### config.mk
export PLATFORM = sky130hd
export DESIGN_NAME = flat_json_object_tokenizer_core
export DESIGN_NICKNAME = d
export VERILOG_FILES = /design/src/rtl/fjot_pkg.sv /design/src/rtl/flat_json_object_tokenizer_core.sv /design/src/rtl/fjot_lexer.sv
export SDC_FILE = /design/constraint.sdc
export NUM_CORES = 1
export LEC_CHECK = 0
export ABC_AREA = 1
export BUFFER_PORTS_ARGS = -buffer_cell sky130_fd_sc_hd__buf_2
export CAP_MARGIN = 10
export CELL_PAD_IN_SITES_DETAIL_PLACEMENT = 1
export CELL_PAD_IN_SITES_GLOBAL_PLACEMENT = 2
export CORE_MARGIN = 2
export CORE_UTILIZATION = 31
export CTS_CLUSTER_SIZE = 8
export DETAILED_ROUTE_END_ITERATION = 16
export PLACE_DENSITY = 0.75
export SYNTH_ARGS = -nofsm -noshare
export SYNTH_HDL_FRONTEND = slang
export SYNTH_SLANG_ARGS = --single-unit
export TNS_END_PERCENT = 50
### constraint.sdc
create_clock -name clk -period 2.45 [get_ports clk]
set_clock_uncertainty 0.2 [all_clocks]
set_input_delay 0.3675 -clock clk [delete_from_list [all_inputs] [get_ports clk]]
set_output_delay 0.3675 -clock clk [all_outputs]
set_load 0.1 [all_outputs]
### src/rtl/fjot_pkg.sv
// Package of the flat JSON object tokenizer: transfer payload types, lexer phases,
// character constants, token kinds and error codes.
// Depends on nothing; every other file of the block imports it.
package fjot_pkg;

    // One raw byte of the text, with a mark on the last byte.
    typedef struct packed {
        logic [7:0] in_byte;
        logic       is_final;
    } in_item_t;

    // One lexer result for each byte taken in.
    typedef struct packed {
        logic [7:0] data_char;
        logic [1:0] char_kind;
        logic       key_end;
        logic       value_end;
        logic       value_quoted;
        logic       object_done;
        logic [3:0] error_code;
    } out_item_t;

    // Lexer phases, one-hot.
    typedef enum logic [10:0] {
        PH_OPEN      = 11'b000_0000_0001,
        PH_FIRST     = 11'b000_0000_0010,
        PH_KEYQ      = 11'b000_0000_0100,
        PH_KEY       = 11'b000_0000_1000,
        PH_COLON     = 11'b000_0001_0000,
        PH_VALSTART  = 11'b000_0010_0000,
        PH_SVAL      = 11'b000_0100_0000,
        PH_RAW       = 11'b000_1000_0000,
        PH_AFTERVAL  = 11'b001_0000_0000,
        PH_TRAIL     = 11'b010_0000_0000,
        PH_EMPTYDONE = 11'b100_0000_0000
    } phase_t;

    // Token kinds.
    localparam logic [1:0] KIND_NONE = 2'd0;
    localparam logic [1:0] KIND_KEY  = 2'd1;
    localparam logic [1:0] KIND_STR  = 2'd2;
    localparam logic [1:0] KIND_RAW  = 2'd3;

    // Error codes.
    localparam logic [3:0] ERR_NONE        = 4'd0;
    localparam logic [3:0] ERR_NO_OPEN     = 4'd1;
    localparam logic [3:0] ERR_EXP_STRING  = 4'd2;
    localparam logic [3:0] ERR_NO_COLON    = 4'd3;
    localparam logic [3:0] ERR_ESC_END     = 4'd4;
    localparam logic [3:0] ERR_BAD_ESCAPE  = 4'd5;
    localparam logic [3:0] ERR_UNTERM_STR  = 4'd6;
    localparam logic [3:0] ERR_EMPTY_TOKEN = 4'd7;
    localparam logic [3:0] ERR_NO_SEP      = 4'd8;
    localparam logic [3:0] ERR_TRAILING    = 4'd9;
    localparam logic [3:0] ERR_UNEXP_END   = 4'd10;

    // Structural and escape characters.
    localparam logic [7:0] CH_LBRACE = 8'h7B;
    localparam logic [7:0] CH_RBRACE = 8'h7D;
    localparam logic [7:0] CH_COLON  = 8'h3A;
    localparam logic [7:0] CH_COMMA  = 8'h2C;
    localparam logic [7:0] CH_BSLASH = 8'h5C;
    localparam logic [7:0] CH_QUOTE  = 8'h22;
    localparam logic [7:0] CH_SLASH  = 8'h2F;
    localparam logic [7:0] CH_B      = 8'h62;
    localparam logic [7:0] CH_F      = 8'h66;
    localparam logic [7:0] CH_N      = 8'h6E;
    localparam logic [7:0] CH_R      = 8'h72;
    localparam logic [7:0] CH_T      = 8'h74;
    localparam logic [7:0] CH_SPACE  = 8'h20;

    // Control bytes that the escapes stand for; tab to carriage return is also whitespace.
    localparam logic [7:0] DEC_BS  = 8'h08;
    localparam logic [7:0] DEC_TAB = 8'h09;
    localparam logic [7:0] DEC_LF  = 8'h0A;
    localparam logic [7:0] DEC_FF  = 8'h0C;
    localparam logic [7:0] DEC_CR  = 8'h0D;

endpackage

### src/rtl/flat_json_object_tokenizer_core.sv
// Top level of the flat JSON object tokenizer: input register, lexer, result register.
// Depends on fjot_pkg and fjot_lexer.
//
//  channel  | valid       | stall       | payload
//  ---------+-------------+-------------+---------------------------
//  bytes    | byte_valid  | byte_stall  | byte_item (in_item_t)
//  tokens   | tok_valid   | tok_stall   | tok_item  (out_item_t)
//
// Every byte transfer gives exactly one token transfer, through the input register
// and then the result register; one byte is taken every cycle when nothing stalls,
// set by the single lexer step between the input register and the result register.
// Reset puts the lexer into the phase that waits for the opening brace.
// A stall on the tokens side holds the result register, then the input register,
// and only then raises byte_stall.
module flat_json_object_tokenizer_core (
    input  logic                clk,
    input  logic                rst_n,
    input  logic                byte_valid,
    output logic                byte_stall,
    input  fjot_pkg::in_item_t  byte_item,
    output logic                tok_valid,
    input  logic                tok_stall,
    output fjot_pkg::out_item_t tok_item
);
    import fjot_pkg::*;

    logic      in_valid_reg;
    in_item_t  in_item_reg;
    logic      tok_valid_reg;
    out_item_t tok_item_reg;
    out_item_t lex_result;
    logic      out_free;
    logic      in_free;
    logic      step;

    assign out_free   = !tok_valid_reg || !tok_stall;
    assign in_free    = !in_valid_reg || out_free;
    assign step       = in_valid_reg && out_free;
    assign byte_stall = !in_free;
    assign tok_valid  = tok_valid_reg;
    assign tok_item   = tok_item_reg;

    fjot_lexer u_lexer (
        .clk    (clk),
        .rst_n  (rst_n),
        .step   (step),
        .item   (in_item_reg),
        .result (lex_result)
    );

    always_ff @(posedge clk or negedge rst_n)
    begin
        if (!rst_n)
        begin
            in_valid_reg  <= 1'b0;
            tok_valid_reg <= 1'b0;
        end
        else
        begin
            if (in_free)
                in_valid_reg <= byte_valid;
            if (out_free)
                tok_valid_reg <= in_valid_reg;
        end
    end

    always_ff @(posedge clk)
    begin
        if (in_free && byte_valid)
            in_item_reg <= byte_item;
        if (step)
            tok_item_reg <= lex_result;
    end

    // A completed object never carries an error code.
    a_done_no_error: assert property (@(posedge clk) disable iff (!rst_n)
        tok_valid |-> !(tok_item.object_done && tok_item.error_code != ERR_NONE))
        else $error("object_done given together with an error code");

    // A quoted flag only comes with the end of a value.
    a_quoted_needs_end: assert property (@(posedge clk) disable iff (!rst_n)
        (tok_valid && tok_item.value_quoted) |-> tok_item.value_end)
        else $error("value_quoted without value_end");

    // No decoded byte is shown without a kind.
    a_kind_none_zero: assert property (@(posedge clk) disable iff (!rst_n)
        (tok_valid && tok_item.char_kind == KIND_NONE) |-> tok_item.data_char == 8'd0)
        else $error("data byte present without a kind");

    // A held byte in the input register is not lost while the result side stalls.
    a_input_held: assert property (@(posedge clk) disable iff (!rst_n)
        (in_valid_reg && !out_free) |=> (in_valid_reg && $stable(in_item_reg)))
        else $error("input register changed while stalled");

    // A key end and a value end never fall on the same byte.
    a_key_value_end: assert property (@(posedge clk) disable iff (!rst_n)
        tok_valid |-> !(tok_item.key_end && tok_item.value_end))
        else $error("key_end and value_end on one byte");

endmodule

### src/rtl/fjot_lexer.sv
// Lexer state and next-state logic of the flat JSON object tokenizer.
// Depends on fjot_pkg; the state advances by one byte whenever step is high.
module fjot_lexer (
    input  logic              clk,
    input  logic              rst_n,
    input  logic              step,
    input  fjot_pkg::in_item_t  item,
    output fjot_pkg::out_item_t result
);
    import fjot_pkg::*;

    phase_t     phase_reg;
    logic       esc_reg;
    logic [3:0] err_reg;

    phase_t     phase_mid;
    logic       esc_mid;
    logic [3:0] code;
    logic [3:0] err_cur;
    logic       is_ws;

    logic       str_emit;
    logic       str_close;
    logic       str_esc;
    logic [7:0] str_dc;
    logic [3:0] str_err;

    assign is_ws = (item.in_byte inside {CH_SPACE, [DEC_TAB:DEC_CR]});

    // One byte inside a quoted string, shared by keys and string values.
    always_comb
    begin
        str_emit  = 1'b0;
        str_close = 1'b0;
        str_esc   = 1'b0;
        str_dc    = item.in_byte;
        str_err   = ERR_NONE;
        if (esc_reg)
        begin
            str_emit = 1'b1;
            case (item.in_byte)
                CH_QUOTE, CH_BSLASH, CH_SLASH: str_dc = item.in_byte;
                CH_B: str_dc = DEC_BS;
                CH_F: str_dc = DEC_FF;
                CH_N: str_dc = DEC_LF;
                CH_R: str_dc = DEC_CR;
                CH_T: str_dc = DEC_TAB;
                default:
                begin
                    str_emit = 1'b0;
                    str_err  = ERR_BAD_ESCAPE;
                end
            endcase
        end
        else if (item.in_byte == CH_QUOTE)
        begin
            str_close = 1'b1;
        end
        else if (item.in_byte == CH_BSLASH)
        begin
            if (item.is_final)
                str_err = ERR_ESC_END;
            else
                str_esc = 1'b1;
        end
        else
        begin
            str_emit = 1'b1;
        end
    end

    always_comb
    begin
        phase_mid = phase_reg;
        esc_mid   = esc_reg;
        code      = ERR_NONE;
        result    = '0;
        if (err_reg == ERR_NONE)
        begin
            case (phase_reg)
                PH_OPEN:
                begin
                    if (item.in_byte == CH_LBRACE)
                        phase_mid = PH_FIRST;
                    else if (!is_ws)
                        code = ERR_NO_OPEN;
                end
                PH_FIRST:
                begin
                    if (item.in_byte == CH_RBRACE)
                    begin
                        phase_mid          = PH_EMPTYDONE;
                        result.object_done = 1'b1;
                    end
                    else if (item.in_byte == CH_QUOTE)
                        phase_mid = PH_KEY;
                    else if (!is_ws)
                        code = ERR_EXP_STRING;
                end
                PH_KEYQ:
                begin
                    if (item.in_byte == CH_QUOTE)
                        phase_mid = PH_KEY;
                    else if (!is_ws)
                        code = ERR_EXP_STRING;
                end
                PH_KEY:
                begin
                    esc_mid = str_esc;
                    code    = str_err;
                    if (str_emit)
                    begin
                        result.data_char = str_dc;
                        result.char_kind = KIND_KEY;
                    end
                    if (str_close)
                    begin
                        result.key_end = 1'b1;
                        phase_mid      = PH_COLON;
                    end
                end
                PH_COLON:
                begin
                    if (item.in_byte == CH_COLON)
                        phase_mid = PH_VALSTART;
                    else if (!is_ws)
                        code = ERR_NO_COLON;
                end
                PH_VALSTART:
                begin
                    if (item.in_byte == CH_QUOTE)
                        phase_mid = PH_SVAL;
                    else if (item.in_byte == CH_COMMA || item.in_byte == CH_RBRACE)
                        code = ERR_EMPTY_TOKEN;
                    else if (!is_ws)
                    begin
                        result.data_char = item.in_byte;
                        result.char_kind = KIND_RAW;
                        phase_mid        = PH_RAW;
                    end
                end
                PH_SVAL:
                begin
                    esc_mid = str_esc;
                    code    = str_err;
                    if (str_emit)
                    begin
                        result.data_char = str_dc;
                        result.char_kind = KIND_STR;
                    end
                    if (str_close)
                    begin
                        result.value_end    = 1'b1;
                        result.value_quoted = 1'b1;
                        phase_mid           = PH_AFTERVAL;
                    end
                end
                PH_RAW:
                begin
                    if (item.in_byte == CH_COMMA)
                    begin
                        result.value_end = 1'b1;
                        phase_mid        = PH_KEYQ;
                    end
                    else if (item.in_byte == CH_RBRACE)
                    begin
                        result.value_end = 1'b1;
                        phase_mid        = PH_TRAIL;
                    end
                    else if (is_ws)
                    begin
                        result.value_end = 1'b1;
                        phase_mid        = PH_AFTERVAL;
                    end
                    else
                    begin
                        result.data_char = item.in_byte;
                        result.char_kind = KIND_RAW;
                    end
                end
                PH_AFTERVAL:
                begin
                    if (item.in_byte == CH_COMMA)
                        phase_mid = PH_KEYQ;
                    else if (item.in_byte == CH_RBRACE)
                        phase_mid = PH_TRAIL;
                    else if (!is_ws)
                        code = ERR_NO_SEP;
                end
                PH_TRAIL:
                begin
                    if (!is_ws)
                        code = ERR_TRAILING;
                end
                PH_EMPTYDONE:
                begin
                    result.object_done = 1'b1;
                end
                default:
                begin
                    phase_mid = PH_OPEN;
                end
            endcase

            // At text end the phase just reached decides the outcome.
            if (item.is_final && code == ERR_NONE)
            begin
                case (phase_mid)
                    PH_OPEN:               code = ERR_NO_OPEN;
                    PH_FIRST, PH_KEYQ:     code = ERR_UNEXP_END;
                    PH_KEY, PH_SVAL:       code = ERR_UNTERM_STR;
                    PH_COLON:              code = ERR_NO_COLON;
                    PH_VALSTART:           code = ERR_EMPTY_TOKEN;
                    PH_RAW:
                    begin
                        result.value_end    = 1'b1;
                        result.value_quoted = 1'b0;
                        code                = ERR_NO_SEP;
                    end
                    PH_AFTERVAL:           code = ERR_NO_SEP;
                    default:               result.object_done = 1'b1;
                endcase
            end
        end

        err_cur = (err_reg != ERR_NONE) ? err_reg : code;
        if (err_cur != ERR_NONE)
            result.object_done = 1'b0;
        result.error_code = err_cur;
    end

    always_ff @(posedge clk or negedge rst_n)
    begin
        if (!rst_n)
        begin
            phase_reg <= PH_OPEN;
            esc_reg   <= 1'b0;
            err_reg   <= ERR_NONE;
        end
        else if (step)
        begin
            if (item.is_final)
            begin
                phase_reg <= PH_OPEN;
                esc_reg   <= 1'b0;
                err_reg   <= ERR_NONE;
            end
            else
            begin
                phase_reg <= phase_mid;
                esc_reg   <= esc_mid;
                err_reg   <= err_cur;
            end
        end
    end

endmodule

==> impl_metrics.toml <==
[global_route]
overflow = 0
grt_antenna_before_repair = 0
grt_max_degree = 24
grt_pass1_vias = 3044
grt_pass1_wl_um = 15700
grt.total_usage_pct = 19.5

[synthesis]
postSynthAreaPerCell_um2 = 7.49
seq_area_frac_synth_pct = 41.7
ys_warn_count = 0
synth_cell_type_count = 37
synth-seq-cells = 45
syn-num-nets = 417
syn_inst = 404
netlist_area_um2 = 3020
synth_edf_count = 27
ys_async_sr_fraction_pct = 40.0
synth-main-ff-cell = "edfxtp_1"

[final_layout]
antennaDiodeCount = 0
drive_above_1_share_pct = 41.3
nets = 518
final_cells = 639
area_growth_syn_to_layout_pct = 37.7
fin_util_pct = 43.2
largest_register_ffs = 18

[placement]
pre_cts_ws_ns = -0.0759
numPortBuffers = 32
place_hpwl_um = 7920
placedCellCount = 619
place_congestion = 0.902

[sta]
finalSetupViolCount = 1
relSlewSlack_pct = 67.6
fmax_mhz = 408
postLayoutSetupSlackWorst_ns = -0.00133
period_needed_ns = 2.45
rsz0062_at_grt = "yes"
period_share_pct = 100
report.final.slew_viol_count = 0
tightest_slew_ns = 0.490
hold_violations = 0

[worst_setup_path]
worstPathRequired_ns = 2.49
cpMostUsedCell = "nand2_1"
rr_startpoint = "in_item_reg[4]"
max_stage_delay_ns = 0.46
cp_max_fo = 8
critPathArrivalTime_ns = 2.49
endpoint_kind = "flop"
path_class = "reg2reg"
path_cells = "buf_4, nand2_8, nor2_4, nor2_2, nand2_2, nand2_4, nor2_4, nor2_2, nand2_1, nor2_2, nand2_2, nor2_4, nand2_1, nand2_1, nand2_1, buf_4, a21oi_2"
crit_path_start_kind = "flop"
reg2reg_setup_slack_ns = -0.001
cp_slowest_cell = "edfxtp_1"
r2r-end = "u_lexer.err_reg[1]"
reg2reg_depth = 17

[floorplan]
start_util_pct = 31.4
fp.dieW_um = 103
dieArea_um2 = 10600
core-area_um2 = 9640
die_h_um = 103
io_pins = 33
fp-row-count = 36

[cts]
htreeDepth = 2
clk_latency_ns = 0.31
clock_sinks = 45
cts_buffers = 5
worst_setup_hold_path_clk_slew_ns = 0.09
cts_tree = "done"
cts_root_buf = "clkbuf_8"
cts_max_path_buffers = 2

[detailed_routing]
vias = 3014
firstDrtPassIters = 4
routed_wl_um = 9850
drt_iter0_drc = 72
drc = 0
vias_per_cell = 4.72
drtAntennaViolNets = 0
detail_route.wl_per_cell_um = 15.4

[status]
outcome = "finished, violations left"
violations = "negative setup slack"

[min_path]
hp-start = "byte_item[2]"
hp-class = "in2reg"
whs_path_depth = 1
min_to = "in_item_reg[2]"

[power]
peakVddDrop_v = 0.000258
switching_power_uw = 757
power_frac_seq_pct = 43.5
leakage_nw = 1.91
pwr_density_cell_nw_per_um2 = 498
p_int_mw = 1.32
clkPwrFrac_pct = 27.7
combPwrFrac_pct = 28.8
switching_share_pct = 36.5

[job]
cap_viol_max_count = 0
## worst max-delay path by stage
stage                               startpoint              endpoint  slack, ns  depth (start not counted)
final                           in_item_reg[4]    u_lexer.err_reg[1]     -0.001                         17
after global routing            in_item_reg[3]    u_lexer.err_reg[3]      -0.15                         15
after CTS                 u_lexer.phase_reg[0]          tok_item[11]      0.007                          9
after detailed placement        in_item_reg[4]           tok_item[1]      -0.08                         14
after global placement          in_item_reg[4]           tok_item[1]      -0.13                         14
after floorplan                      tok_valid  u_lexer.phase_reg[7]       0.19                          5
## what timing repair did
| item | CTS | global route |
|---|---|---|
| hold buffers | 1 | 0 |
| hold endpoints to repair | 17 | 0 |
| endpoints found under the setup margin | 4 | 20 |
| gates resized for setup | 8 | 53 |
| pin swaps | 0 | 31 |
| buffers inserted | 2 | 9 |
## cell usage after synthesis, types with 2 or more instances
| master | n | area share, % |
|---|---|---|
| a21boi_2 | 2 | 0.74 |
| nand4_1 | 7 | 1.4 |
| o21ai_1 | 3 | 0.50 |
| nor2_2 | 14 | 2.9 |
| inv_2 | 11 | 1.4 |
| nand2_2 | 11 | 2.3 |
| inv_1 | 50 | 6.2 |
| nand3_1 | 30 | 5.0 |
| edfxtp_1 | 27 | 27 |
| clkbuf_1 | 3 | 0.37 |
| a21oi_1 | 16 | 2.6 |
| nor3_2 | 2 | 0.66 |
| nor2_1 | 41 | 5.1 |
| nand3_2 | 3 | 0.99 |
| nand2_4 | 5 | 1.9 |
| o21ai_0 | 16 | 2.6 |
| dfrtp_1 | 17 | 14 |
| a21oi_2 | 2 | 0.58 |
| o21a_1 | 2 | 0.50 |
| nor2_4 | 4 | 1.5 |
| nand2_1 | 100 | 12 |
| nor3_1 | 15 | 2.5 |
| a21boi_1 | 2 | 0.50 |
| o22ai_1 | 8 | 1.7 |
## metrics by stage
step	hold WS (ns)	power (mW)	TNS [ns]	cell area, um^2
2_1_floorplan	-0.128	1.32	0	3040
3_3_place_gp	0.147	1.48	-0.329	3760
3_5_place_dp	0.154	1.49	-0.158	3760
4_1_cts	0.0109	2.07	0	3930
5_1_grt	0.0137	2.16	-1.16	4170
6_report	0.0229	2.07	-0.00133	4170
## power groups by stage
stage | sequential (mW) | combinational, mW | clock, mW
4_1_cts | 0.903 | 0.576 | 0.596
2_1_floorplan | 1.14 | 0.182 | 0
3_5_place_dp | 0.921 | 0.566 | 0
3_3_place_gp | 0.918 | 0.563 | 0
5_1_grt | 0.911 | 0.636 | 0.617
6_report | 0.903 | 0.598 | 0.574
## final cells by class
| class | count | area (um^2) |
|---|---|---|
| sequential | 45 | 1260 |
| fill | 1219 | 5470 |
| timing repair buffer | 98 | 673 |
| multi-input combinational | 294 | 1730 |
| clock buffer | 6 | 72.6 |
| tap | 133 | 166 |
| clock inverter | 2 | 35.0 |
| inverter | 61 | 229 |
## routing by layer
| metal | track usage (%) | up-vias | routed length (um) |
|---|---|---|---|
| met5 | 0 | - | 0 |
| met4 | 4.86 | 0 | 106 |
| met3 | 2.71 | 6 | 323 |
| met2 | 31.9 | 36 | 4760 |
| met1 | 27.3 | 1441 | 4660 |
| li1 | - | 1531 | - |
## cells by family (layout without fill, tap and decap cells)
| family | count (synthesis) | count (layout) | share of synthesized area (%) |
|---|---|---|---|
| compound gates | 56 | 56 | 11.1 |
| buf+inv | 65 | 167 | 8.11 |
| simple gates | 238 | 238 | 39.0 |
| flops | 45 | 45 | 41.7 |
## worst max-delay path: cells and delay by family, from the launching register on
family | cells | cell delay, ns
DFF | 1 | 0.46
and+or+nand+nor | 14 | 1.26
buffers and inverters | 2 | 0.33
AOI/OAI and AO/OA | 1 | 0.11
## cells in the final DEF, fill, tap and decap left out, drive strengths merged
master / n
nor3: 17
o31ai: 1
clkbuf: 6
o22ai: 8
o21ai: 20
bufinv: 1
nor3b: 2
nand4: 7
o41ai: 1
inv: 61
nand3: 33
o21a: 2
dfrtp: 17
or2: 1
a32oi: 1
dfstp: 1
clkinv: 1
nor2: 59
dlygate4sd3: 1
a22oi: 1
buf: 97
nor4: 1
and3: 1
edfxtp: 27
nand2: 117
a21oi: 18
a21boi: 4
No activity file was read; power rests on OpenSTA's default activity.
